## config.mk

```make
export PLATFORM = sky130hd
export DESIGN_NAME = tlg_gen_window
export DESIGN_NICKNAME = d
export VERILOG_FILES = /design/src/toroidal_life_generation_engine_defines.svh /design/src/tlg_pkg.sv /design/src/tlg_gen_window.sv
export SDC_FILE = /design/constraint.sdc
export NUM_CORES = 1
export LEC_CHECK = 0
export BUFFER_PORTS_ARGS = -buffer_cell sky130_fd_sc_hd__buf_2
export CORE_MARGIN = 2
export CORE_UTILIZATION = 52
export DETAILED_ROUTE_END_ITERATION = 12
export PLACE_DENSITY = 0.81
export SLEW_MARGIN = 20
export SYNTH_ARGS = -nofsm -noshare
export SYNTH_HDL_FRONTEND = slang
export SYNTH_SLANG_ARGS = --single-unit
```

## constraint.sdc

```tcl
create_clock -name clk -period 8.8 [get_ports clk]
set_input_delay 1.32 -clock clk [delete_from_list [all_inputs] [get_ports clk]]
set_output_delay 1.32 -clock clk [all_outputs]
set_load 0.02 [all_outputs]
```

## src/toroidal_life_generation_engine_defines.svh

```systemverilog
// Assertion macros shared by the life engine RTL.
// Depends on nothing; included by files that carry concurrent checks.
`ifndef TOROIDAL_LIFE_GENERATION_ENGINE_DEFINES_SVH
`define TOROIDAL_LIFE_GENERATION_ENGINE_DEFINES_SVH

// Same-cycle implication check.
`define TLG_ASSERT_NOW(label, clk, rst_n, ante, cons, msg) \
    label: assert property (@(posedge clk) disable iff (!rst_n) (ante) |-> (cons)) \
        else $error(msg);

// Next-cycle implication check.
`define TLG_ASSERT_NEXT(label, clk, rst_n, ante, cons, msg) \
    label: assert property (@(posedge clk) disable iff (!rst_n) (ante) |=> (cons)) \
        else $error(msg);

`endif

```

## src/tlg_pkg.sv

```systemverilog
// Shared types and constants for the toroidal life engine.
// No dependencies; used by every module of the block.
package tlg_pkg;

    localparam int DEF_BOARD_COLS = 160;
    localparam int DEF_BOARD_ROWS = 90;

    localparam int FUNC_W = 2;
    localparam int COL_W  = 8;
    localparam int ROW_W  = 7;

    typedef enum logic [FUNC_W-1:0] {
        FUNC_WRITE   = 2'd0,
        FUNC_INVERT  = 2'd1,
        FUNC_ADVANCE = 2'd2,
        FUNC_READ    = 2'd3
    } func_t;

    typedef enum logic [3:0] {
        S_CLEAR,
        S_IDLE,
        S_CELL_RD,
        S_CELL_WR,
        S_PRE,
        S_LOAD,
        S_SWEEP,
        S_ROW_END,
        S_FINISH
    } state_t;

    typedef struct packed {
        logic re;
        logic we_a;
        logic we_b;
    } store_ctrl_t;

    typedef struct packed {
        logic load;
        logic step;
    } win_ctrl_t;

endpackage

```

## src/tlg_gen_window.sv

```systemverilog
// Three-row sliding window and next-row builder for one generation step.
// Depends on tlg_pkg for the control struct.
module tlg_gen_window #(
    parameter int BOARD_COLS = tlg_pkg::DEF_BOARD_COLS
) (
    input  logic                    clk,
    input  tlg_pkg::win_ctrl_t      ctrl,
    input  logic [BOARD_COLS-1:0]   row_in,
    output logic [BOARD_COLS-1:0]   row_out
);

    logic [BOARD_COLS-1:0] up_reg;
    logic [BOARD_COLS-1:0] mid_reg;
    logic [BOARD_COLS-1:0] dn_reg;
    logic [BOARD_COLS-1:0] res_reg;

    logic [3:0] ncount;
    logic       alive;
    logic       next_alive;

    // position 0 is the current column, 1 its right and the top bit its left neighbor
    always_comb
    begin
        ncount = {3'b000, up_reg[BOARD_COLS-1]} + {3'b000, up_reg[0]}
               + {3'b000, up_reg[1]}           + {3'b000, mid_reg[BOARD_COLS-1]}
               + {3'b000, mid_reg[1]}          + {3'b000, dn_reg[BOARD_COLS-1]}
               + {3'b000, dn_reg[0]}           + {3'b000, dn_reg[1]};
        alive      = mid_reg[0];
        next_alive = (ncount == 4'd3) || (alive && (ncount == 4'd2));
    end

    always_ff @(posedge clk)
    begin
        if (ctrl.load)
        begin
            up_reg  <= mid_reg;
            mid_reg <= dn_reg;
            dn_reg  <= row_in;
        end
        else if (ctrl.step)
        begin
            // rotate right; after a full row the rows are back in place
            up_reg  <= {up_reg[0],  up_reg[BOARD_COLS-1:1]};
            mid_reg <= {mid_reg[0], mid_reg[BOARD_COLS-1:1]};
            dn_reg  <= {dn_reg[0],  dn_reg[BOARD_COLS-1:1]};
            res_reg <= {next_alive, res_reg[BOARD_COLS-1:1]};
        end
    end

    assign row_out = res_reg;

endmodule
```

# Word-level counts from Yosys, hierarchy flattened
# Cells that the tools add are included.
[word_totals]
register_bits = 640
in_bits = 163
out_inout_bits = 160
elab_cells = 24
[op_classes]
n_addsub = 7
eq_ne = 2
n_mux = 6
n_bitwise = 1
reduce_logical = 4
[op_table]
columns = ["operator", "n"]
rows = [
  ["$mux 160", 6],
  ["$add 4x1->4", 4],
  ["$eq 4x2->1 const B", 2],
  ["$add 3x1->4", 1],
  ["$add 2x1->3", 1],
  ["$add 1x1->2", 1],
  ["$reduce_and 2->1", 1],
  ["$reduce_bool 2->1", 1],
  ["$logic_and 1x1->1", 1],
  ["$logic_or 1x1->1", 1],
  ["$not 1->1", 1],
]

# Longest topological paths before layout
# Gate-level depths: netlist of the first run.
[depth]
ltp_word = 10
ltp_mapped = 9
depth_no_buf = 9

# Worst setup path before layout of the first run
# No wires, ideal clock.
[synth_timing]
path_type = "input-to-reg"
start = "in ctrl[1] (netlist bit)"
end = "reg res_reg[0] (netlist: row_out[0]), enable pin"
setup_ns = 0.701
t_arrival_ns = 8.857
t_required_ns = 8.099
setup_slack_ns = -0.757
cell_stages = 4
n_path_buf = 3
path_cell_list = "buf_2 > buf_6 > buf_4 > nor2b_1"
[synth_via]
elab_chain_len = 2
[synth_rtl]
columns = ["item", "line_no", "rtl"]
rows = [
  ["start, declared", "tlg_gen_window.sv:7", "input tlg_pkg::win_ctrl_t ctrl,"],
  ["$not 1->1 (no source line)", "n/a", ""],
  ["$reduce_and 2->1 (no source line)", "n/a", ""],
  ["end signal, assigned", "tlg_gen_window.sv:46", "res_reg <= {next_alive, res_reg[BOARD_COLS-1:1]};"],
  ["end, declared", "tlg_gen_window.sv:15", "logic [BOARD_COLS-1:0] res_reg;"],
]
# Every way passes these cells.
# A chain may end at the register's enable or synchronous reset.

# Final worst setup path of the first run
[layout_timing]
start = "in ctrl[1] (netlist bit)"
end = "reg up_reg[110] (data pin)"
[layout_via]
elab_chain_len = 1
[layout_rtl]
columns = ["item", "line_no", "rtl"]
rows = [
  ["$mux 160", "tlg_gen_window.sv:34", "if (ctrl.load)"],
  ["end signal, assigned", "tlg_gen_window.sv:36", "up_reg <= mid_reg;"],
  ["end signal, assigned", "tlg_gen_window.sv:43", "up_reg <= {up_reg[0], up_reg[BOARD_COLS-1:1]};"],
  ["end, declared", "tlg_gen_window.sv:12", "logic [BOARD_COLS-1:0] up_reg;"],
]
# Every way passes these cells.

==> flow_metrics.tcl, run 1 <==
set metrics [dict create \
    async_flop_share_pct 0 \
    yosysSeqAreaShare_pct 76.2 \
    yosys_register_bits 640 \
    numCtsBuffers 61 \
    drv_cap 0 \
    reg2regPathDepth 9 \
    p_total_mw 7.01 \
    synth_cells 1206 \
    min_path_type "flip-flop to flip-flop" \
    ir_worst_vdd_mv 0.149 \
    rsz0062_at_grt "false" \
    finalSetupViolations 0 \
    synthTopCellsByArea "edfxtp_1, mux2_2, buf_6, buf_2, mux2_1" \
    synth_nets 1376 \
    placed_area_mm2 0.0273 \
    synthToLayoutAreaGrowth_pct 15.8 \
    rows 80 \
    critPathRequiredTime_ns 9.16 \
    p_leak_nw 10.7 \
    status "complete, no violations" \
    hold_viol 0 \
    start_kind "input port" \
    tns_ns 0 \
    syn_area_mm2 0.0252 \
    syn_area_per_cell_um2 20.9 \
    dp.cells 2098 \
    synth_top_cell_by_area "edfxtp_1" \
    powerDensity_mw_per_mm2 240 \
    synth_commonest_cells "edfxtp_1, mux2_2, buf_2" \
    synth_edf_count 640 \
    fillers 3314 \
    cp.arrival_ns 4.01 \
    synth_mux_area_share_pct 21.1 \
    synthDistinctLibCells 15 \
    die_h_um 224 \
    postCtsHoldBufs 0 \
    via_per_inst 5.30 \
    hpwl_mm 26.5 \
    wire_per_inst_um 19.5 \
    clkLatencyLatePin_ns 0.60 \
    place_ws_ns 4.58 \
    synth-compound-area-share_pct 0.199 \
    cts_sinks 640 \
    grt_pass1_wl_mm 65.7 \
    path_clk_slew_ns 0.06 \
    fin_crit_sh_pct 41.5 \
    grt_pass1_vias 11849 \
    root_buffer "clkbuf_16" \
    antenna_found_initial 3 \
    worst_pin_slew_ns 1.16 \
    numPortBuffers 322 \
    fmax_mhz 274 \
    overflow 0 \
    whs_path_depth 0 \
    nets 1716 \
    crit_type "input port to flip-flop" \
    grt_max_degree 200 \
    antenna_left 0 \
    initial_core_util_pct 52.8 \
    synth-simple-area-share_pct 0.199 \
    die_area_mm2 0.0503 \
    synth_flop_cell "edfxtp_1" \
    drive_gt1_share_pct 54.9 \
    cts.repair.resized 0 \
    fin_ws_ns 5.14 \
    gr-usage-all-layers_pct 16.7 \
    post-route-cell-area_mm2 0.0292 \
    yosysWarnings 0 \
    synth-xor-area-share_pct 0 \
    dieWidth_um 224 \
    synthAdderAreaFrac_pct 0.467 \
    clock_skew_ns 0.0188 \
    tritoncts "done" \
    drc_errors 0 \
    drt_iter0_drc 1007 \
    post_cts_buffers 0 \
    first_pass_iters 4 \
    via_count 11714 \
    yosysMostFrequentCell "edfxtp_1" \
    path_max_fanout 89 \
    slew_headroom_pct 23.0 \
    io_pins 323 \
    routabilityCongestion 0.800 \
    synth_top_family_by_area "multiplexers" \
    core_area_mm2 0.0477 \
    maxSlewViolCount 0 \
    period_minus_slack_ns 3.66 \
    final_cells 2212 \
    cts_buffer_depth 3 \
    wl_mm 43.0 \
    htreeDepth 2 \
    end_kind "flip-flop" \
    synth.top_cell.area_share_pct 76.2 \
]
[per-layer routing]
metal | vias up | GRT usage [%] | wire length (um)
li1 | 5470 | - | -
met1 | 5839 | 23.6 | 18900
met2 | 338 | 26.3 | 20400
met3 | 67 | 3.59 | 2880
met4 | 0 | 4.85 | 849
met5 | - | 0 | 0
[power breakdown]
part | leakage (nW) | switching [mW] | internal [mW] | total (mW)
combinational | 3.35 | 0.263 | 0.321 | 0.584
sequential | 6.41 | 0.146 | 3.79 | 3.93
clock | 0.911 | 1.09 | 1.41 | 2.49
[path summary, 6_finish.rpt]
kind / start / endpoint / slack (ns)
max: ctrl[1] / up_reg[110]$_DFFE_PP_ / 5.14
min: row_out[65]$_DFFE_PP_ / row_out[64]$_DFFE_PP_ / 0.43
max reg2reg: up_reg[0]$_DFFE_PP_ / row_out[159]$_DFFE_PP_ / 5.58
min reg2reg: row_out[65]$_DFFE_PP_ / row_out[64]$_DFFE_PP_ / 0.43
[cells by family (layout without fill, tap and decap cells)]
logic type | Yosys count | in the layout
other | 0 | 3
AND/OR/NAND/NOR | 11 | 11
adder cells (fa/ha/maj) | 7 | 7
buffers and inverters | 65 | 453
AO/OA/AOI/OAI | 10 | 10
multiplexers | 473 | 473
flip-flops | 640 | 640
[metrics by stage]
step                      util [%]  hold slack [ns]
after floorplan                  -            0.521
after global placement        57.2            0.426
after detailed placement      57.2            0.430
after CTS                     61.1            0.428
after global routing          61.1            0.449
final                         61.1            0.435
[critical path, stage by stage]
cell	delay, ns
buf_8	0.28
buf_4	0.81
buf_4	0.92
mux2_2	0.44
[cell usage in the layout (no fill, tap or decap), types with 3 or more instances in the layout]
cell type and instances:
buf_2 321, mux2_1 10, clkinv_2 9, diode_2 3, o21ai_0 8, bufinv_16 4
inv_1 11, ha_1 3, edfxtp_1 640, fa_1 4, clkbuf_16 62, clkbuf_1 20
nand2_1 7, clkinv_1 13, buf_4 5, buf_12 3, mux2_2 463
[layout make-up]
class	instances	area, um2	share of cell area (%)
clock inverters	29	246	0.844
inverters	11	41.3	0.141
multi-input cells	501	5550	19.0
diodes	3	7.51	0.0257
well taps	615	769	2.64
clock buffers	82	1630	5.57
flip-flops and latches	640	19200	65.8
repair buffers	331	1730	5.93
(Power assumes the default switching activity.)
==> inputs of run 2 (changes only) <==
- CORE_UTILIZATION: 52 -> 58
- PLACE_DENSITY: 0.81 -> 0.85
- clock period: 8.8 -> 3.5 ns (I/O delays scaled with it)
==> flow_metrics.tcl, run 2 (synthesized netlist as in run 1, its figures left out) <==
set metrics [dict create \
    cts_sinks 640 \
    tns_ns 0 \
    overflow 0 \
    finalSetupViolations 0 \
    wl_mm 42.5 \
    numPortBuffers 322 \
    clkLatencyLatePin_ns 0.61 \
    wire_per_inst_um 19.3 \
    routabilityCongestion 0.786 \
    status "complete, no violations" \
    final_common_cell "edfxtp_1" \
    numCtsBuffers 61 \
    antenna_left 0 \
    layout_common_cells "edfxtp_1, mux2_2, buf_2, clkbuf_16" \
    drc_errors 0 \
    dieWidth_um 212 \
    cp.arrival_ns 3.67 \
    critPathRequiredTime_ns 3.97 \
    hold_viol 0 \
    synthToLayoutAreaGrowth_pct 17.1 \
    p_leak_nw 10.9 \
    io_pins 323 \
    initial_core_util_pct 58.6 \
    clock_skew_ns 0.0276 \
    post_cts_buffers 0 \
    htreeDepth 2 \
    grt_max_degree 113 \
    grt_pass1_wl_mm 64.9 \
    via_per_inst 5.41 \
    grt_pass1_vias 11862 \
    end_kind "flip-flop" \
    slew_headroom_pct 38.3 \
    tritoncts "done" \
    worst_pin_slew_ns 0.924 \
    first_pass_iters 5 \
    path_max_fanout 2 \
    drv_cap 0 \
    cts_buffer_depth 3 \
    drt_iter0_drc 898 \
    fillers 2692 \
    ir_worst_vdd_mv 0.494 \
    final_cells 2205 \
    hpwl_mm 26.9 \
    rows 76 \
    dp.cells 2090 \
    path_clk_slew_ns 0.06 \
    fin_crit_sh_pct 91.6 \
    drive_gt1_share_pct 55.7 \
    rsz0062_at_grt "false" \
    cts.repair.resized 0 \
    min_path_type "input port to flip-flop" \
    postCtsHoldBufs 0 \
    core_area_mm2 0.0430 \
    period_minus_slack_ns 3.20 \
    r2r_slack_ns 0.30 \
    start_kind "flip-flop" \
    crit_type "flip-flop to flip-flop" \
    powerDensity_mw_per_mm2 606 \
    via_count 11926 \
    die_area_mm2 0.0451 \
    gr-usage-all-layers_pct 18.5 \
    nets 1738 \
    fmax_mhz 312 \
    die_h_um 212 \
    root_buffer "clkbuf_16" \
    antenna_found_initial 6 \
    utilization_pct 68.7 \
    maxSlewViolCount 0 \
]
==> run 2: changes by cell type in the layout (fill, tap and decap cells not counted) <==
cell	change
clkinv_4	+1
buf_12	+9
clkinv_1	+6
clkbuf_1	-9
inv_8	+1
buf_6	-1
clkinvlp_4	+1
clkinv_2	-1
bufinv_16	+3
buf_4	+14
diode_2	-1
==> run 2: area by class of cell <==
| type | count | area, um2 | share of cell area [%] |
|---|---|---|---|
| Timing Repair Buffer | 353 | 2000 | 6.79 |
| Tap cell | 585 | 732 | 2.48 |
| Multi-Input combinational cell | 501 | 5550 | 18.8 |
| Antenna cell | 2 | 5.00 | 0.0169 |
| Inverter | 11 | 41.3 | 0.140 |
| Sequential cell | 640 | 19200 | 65.1 |
| Clock buffer | 73 | 1590 | 5.39 |
| Clock inverter | 40 | 382 | 1.29 |
==> run 2: worst paths after layout <==
check	start	end	depth (start not counted)
worst max-delay path	up_reg[1]$_DFFE_PP_	row_out[159]$_DFFE_PP_	9
worst min-delay path	row_in[158]	dn_reg[158]$_DFFE_PP_	3
worst max register to register	up_reg[1]$_DFFE_PP_	row_out[159]$_DFFE_PP_	9
worst min register to register	row_out[121]$_DFFE_PP_	row_out[120]$_DFFE_PP_	0
==> run 2: metrics by stage <==
step	cell area (um2)	setup slack (ns)	hold slack [ns]	total power, mW
after floorplan	25200	-1.35	0.521	11.0
after global placement	27600	0.434	0.422	11.4
after detailed placement	27600	0.356	0.426	11.5
after CTS	29500	0.282	0.154	18.1
after global routing	29500	0.184	0.177	18.6
final	29500	0.295	0.201	17.9
==> run 2: power breakdown <==
group,leakage (nW),internal (mW),switching (mW)
Combinational,3.50,0.831,0.675
Sequential,6.41,9.52,0.368
Clock,0.959,3.75,2.75
==> run 2: metal layers <==
metal  vias to the layer above  global-route usage, %  routed length, um
li1                       5505                      -                  -
met5                         -                      0                 50
met1                      5982                   24.6              18000
met2                       381                   30.3              20500
met4                         8                   4.94                642
met3                        50                   4.92               3310
==> run 2: worst max-delay path, cell delays in order, from the launching register on <==
cell and delay (ns):
edfxtp_1 0.37, inv_1 0.11, fa_1 0.45, fa_1 0.47, fa_1 0.50, inv_1 0.05, ha_1 0.23, fa_1 0.44
or2_2 0.30, a21oi_1 0.14
==> inputs of run 3 (changes only) <==
- CORE_UTILIZATION: 58 -> 30
- PLACE_DENSITY: 0.85 -> 0.52
- clock period: 3.5 -> 3.25 ns (I/O delays scaled with it)
==> flow_metrics.tcl, run 3 (synthesized netlist as in run 1, its figures left out) <==
set metrics [dict create \
    status "complete, no violations" \
    cts_sinks 640 \
    fmax_mhz 313 \
    die_h_um 294 \
    period_minus_slack_ns 3.20 \
    root_buffer "clkbuf_16" \
    hold_viol 0 \
    rr_startpoint "up_reg[0]$_DFFE_PP_" \
    drt_iter0_drc 676 \
    dp.cells 2585 \
    die_area_mm2 0.0864 \
    routabilityCongestion 0.767 \
    clock_skew_ns 0.0245 \
    path_max_fanout 2 \
    htreeDepth 3 \
    wl_mm 45.7 \
    drive_gt1_share_pct 56.4 \
    overflow 0 \
    drc_errors 0 \
    wl_met3_mm 3.17 \
    tritoncts "done" \
    wl_met1_mm 20.1 \
    fillers 7749 \
    wire_per_inst_um 16.8 \
    gr-usage-all-layers_pct 10.3 \
    worst_pin_slew_ns 0.829 \
    cts_buffer_depth 3 \
    whs_path_depth 3 \
    hpwl_mm 29.1 \
    nets 1750 \
    drv_cap 0 \
    clkLatencyLatePin_ns 0.61 \
    initial_core_util_pct 30.2 \
    p_leak_nw 11.0 \
    rr_endpoint "row_out[159]$_DFFE_PP_" \
    layout_common_cells "edfxtp_1, mux2_2, buf_2, clkbuf_16, buf_4" \
    core_area_mm2 0.0834 \
    r2r_slack_ns 0.05 \
    rows 106 \
    io_pins 323 \
    met2_length_mm 21.1 \
    grt_max_degree 116 \
    p_total_mw 20.1 \
    fin_crit_sh_pct 98.4 \
    post_cts_buffers 0 \
    finalSetupViolations 0 \
    path_clk_slew_ns 0.06 \
    numCtsBuffers 73 \
    antenna_found_initial 8 \
    tns_ns 0 \
    utilization_pct 36.6 \
    reg2regPathDepth 9 \
    grt_pass1_wl_mm 70.2 \
    final_cells 2721 \
    cp.arrival_ns 3.67 \
    critPathRequiredTime_ns 3.72 \
    min_path_type "input port to flip-flop" \
    antenna_left 0 \
    synthToLayoutAreaGrowth_pct 21.1 \
    top_layer_used "met5" \
    maxSlewViolCount 0 \
    min-delay-start "row_in[158]" \
    first_pass_iters 4 \
    slew_headroom_pct 44.7 \
    powerDensity_mw_per_mm2 660 \
    numPortBuffers 322 \
    end_kind "flip-flop" \
    final_common_cell "edfxtp_1" \
    hold-path-endpoint "dn_reg[158]$_DFFE_PP_" \
    grt_pass1_vias 12372 \
    dieWidth_um 294 \
    ir_worst_vdd_mv 0.421 \
    start_kind "flip-flop" \
    via_per_inst 4.37 \
    crit_type "flip-flop to flip-flop" \
    via_count 11896 \
]
## run 3: cell count changes in the layout (fill, tap and decap cells not counted)
cell / before / now
clkbuf_16: 62 / 74
clkinv_1: 19 / 12
clkbuf_1: 11 / 17
clkinv_2: 8 / 13
bufinv_16: 7 / 4
clkinv_16: 0 / 3
inv_6: 1 / 4
diode_2: 2 / 4
a21oi_1: 2 / 1
a21oi_2: 0 / 1
clkinv_8: 1 / 2
clkinvlp_4: 2 / 1
## run 3: area by class of cell
cell class                      instances  area [um2]  area share, %
Multi-Input combinational cell        501        5560           18.2
Inverter                               11        41.3          0.135
Antenna cell                            4        10.0         0.0328
Clock buffer                           91        1920           6.28
Timing Repair Buffer                  353        2000           6.57
Tap cell                             1080        1350           4.43
Sequential cell                       640       19200           63.0
Clock inverter                         41         415           1.36
## run 3: metal layers
| layer | global-route usage, % | vias to the layer above |
|---|---|---|
| met3 | 3.04 | 96 |
| met1 | 13.2 | 5913 |
| met5 | 0 | - |
| met2 | 16.4 | 340 |
| li1 | - | 5537 |
| met4 | 4.06 | 10 |
## run 3: worst max path at each step
| stage | slack [ns] | depth (start not counted) | startpoint | endpoint |
|---|---|---|---|---|
| floorplan | -1.56 | 4 | ctrl[1] | dn_reg[0]$_DFFE_PP_ |
| global placement | 0.12 | 9 | up_reg[0]$_DFFE_PP_ | row_out[159]$_DFFE_PP_ |
| detailed placement | 0.09 | 9 | up_reg[0]$_DFFE_PP_ | row_out[159]$_DFFE_PP_ |
| CTS | 0.05 | 9 | up_reg[0]$_DFFE_PP_ | row_out[159]$_DFFE_PP_ |
| global route | -0.006 | 9 | up_reg[0]$_DFFE_PP_ | row_out[159]$_DFFE_PP_ |
| finish | 0.05 | 9 | up_reg[0]$_DFFE_PP_ | row_out[159]$_DFFE_PP_ |
## run 3: worst max-delay path: stages (launching register included)
cell      delay, ns
edfxtp_1       0.33
inv_1          0.07
fa_1           0.56
fa_1           0.44
fa_1           0.49
inv_1          0.04
ha_1           0.21
fa_1           0.44
or2_2          0.31
a21oi_2        0.15
## run 3: power by group
group	switching, mW	internal, mW
logic	0.721	0.895
clock network	3.33	4.57
registers	0.369	10.3
## run 3: timing repair
item	4_1_cts	5_1_grt
setup endpoints to repair	0	1
hold buffers	0	0
gates resized for setup	0	1
## run 3: per-stage QoR
step	hold slack, ns	setup WS [ns]	area, um2
2_1_floorplan	0.521	-1.56	25200
3_3_place_gp	0.431	0.118	28200
3_5_place_dp	0.426	0.0949	28200
4_1_cts	0.0942	0.0476	30500
5_1_grt	0.131	-0.00583	30500
6_report	0.152	0.0527	30500
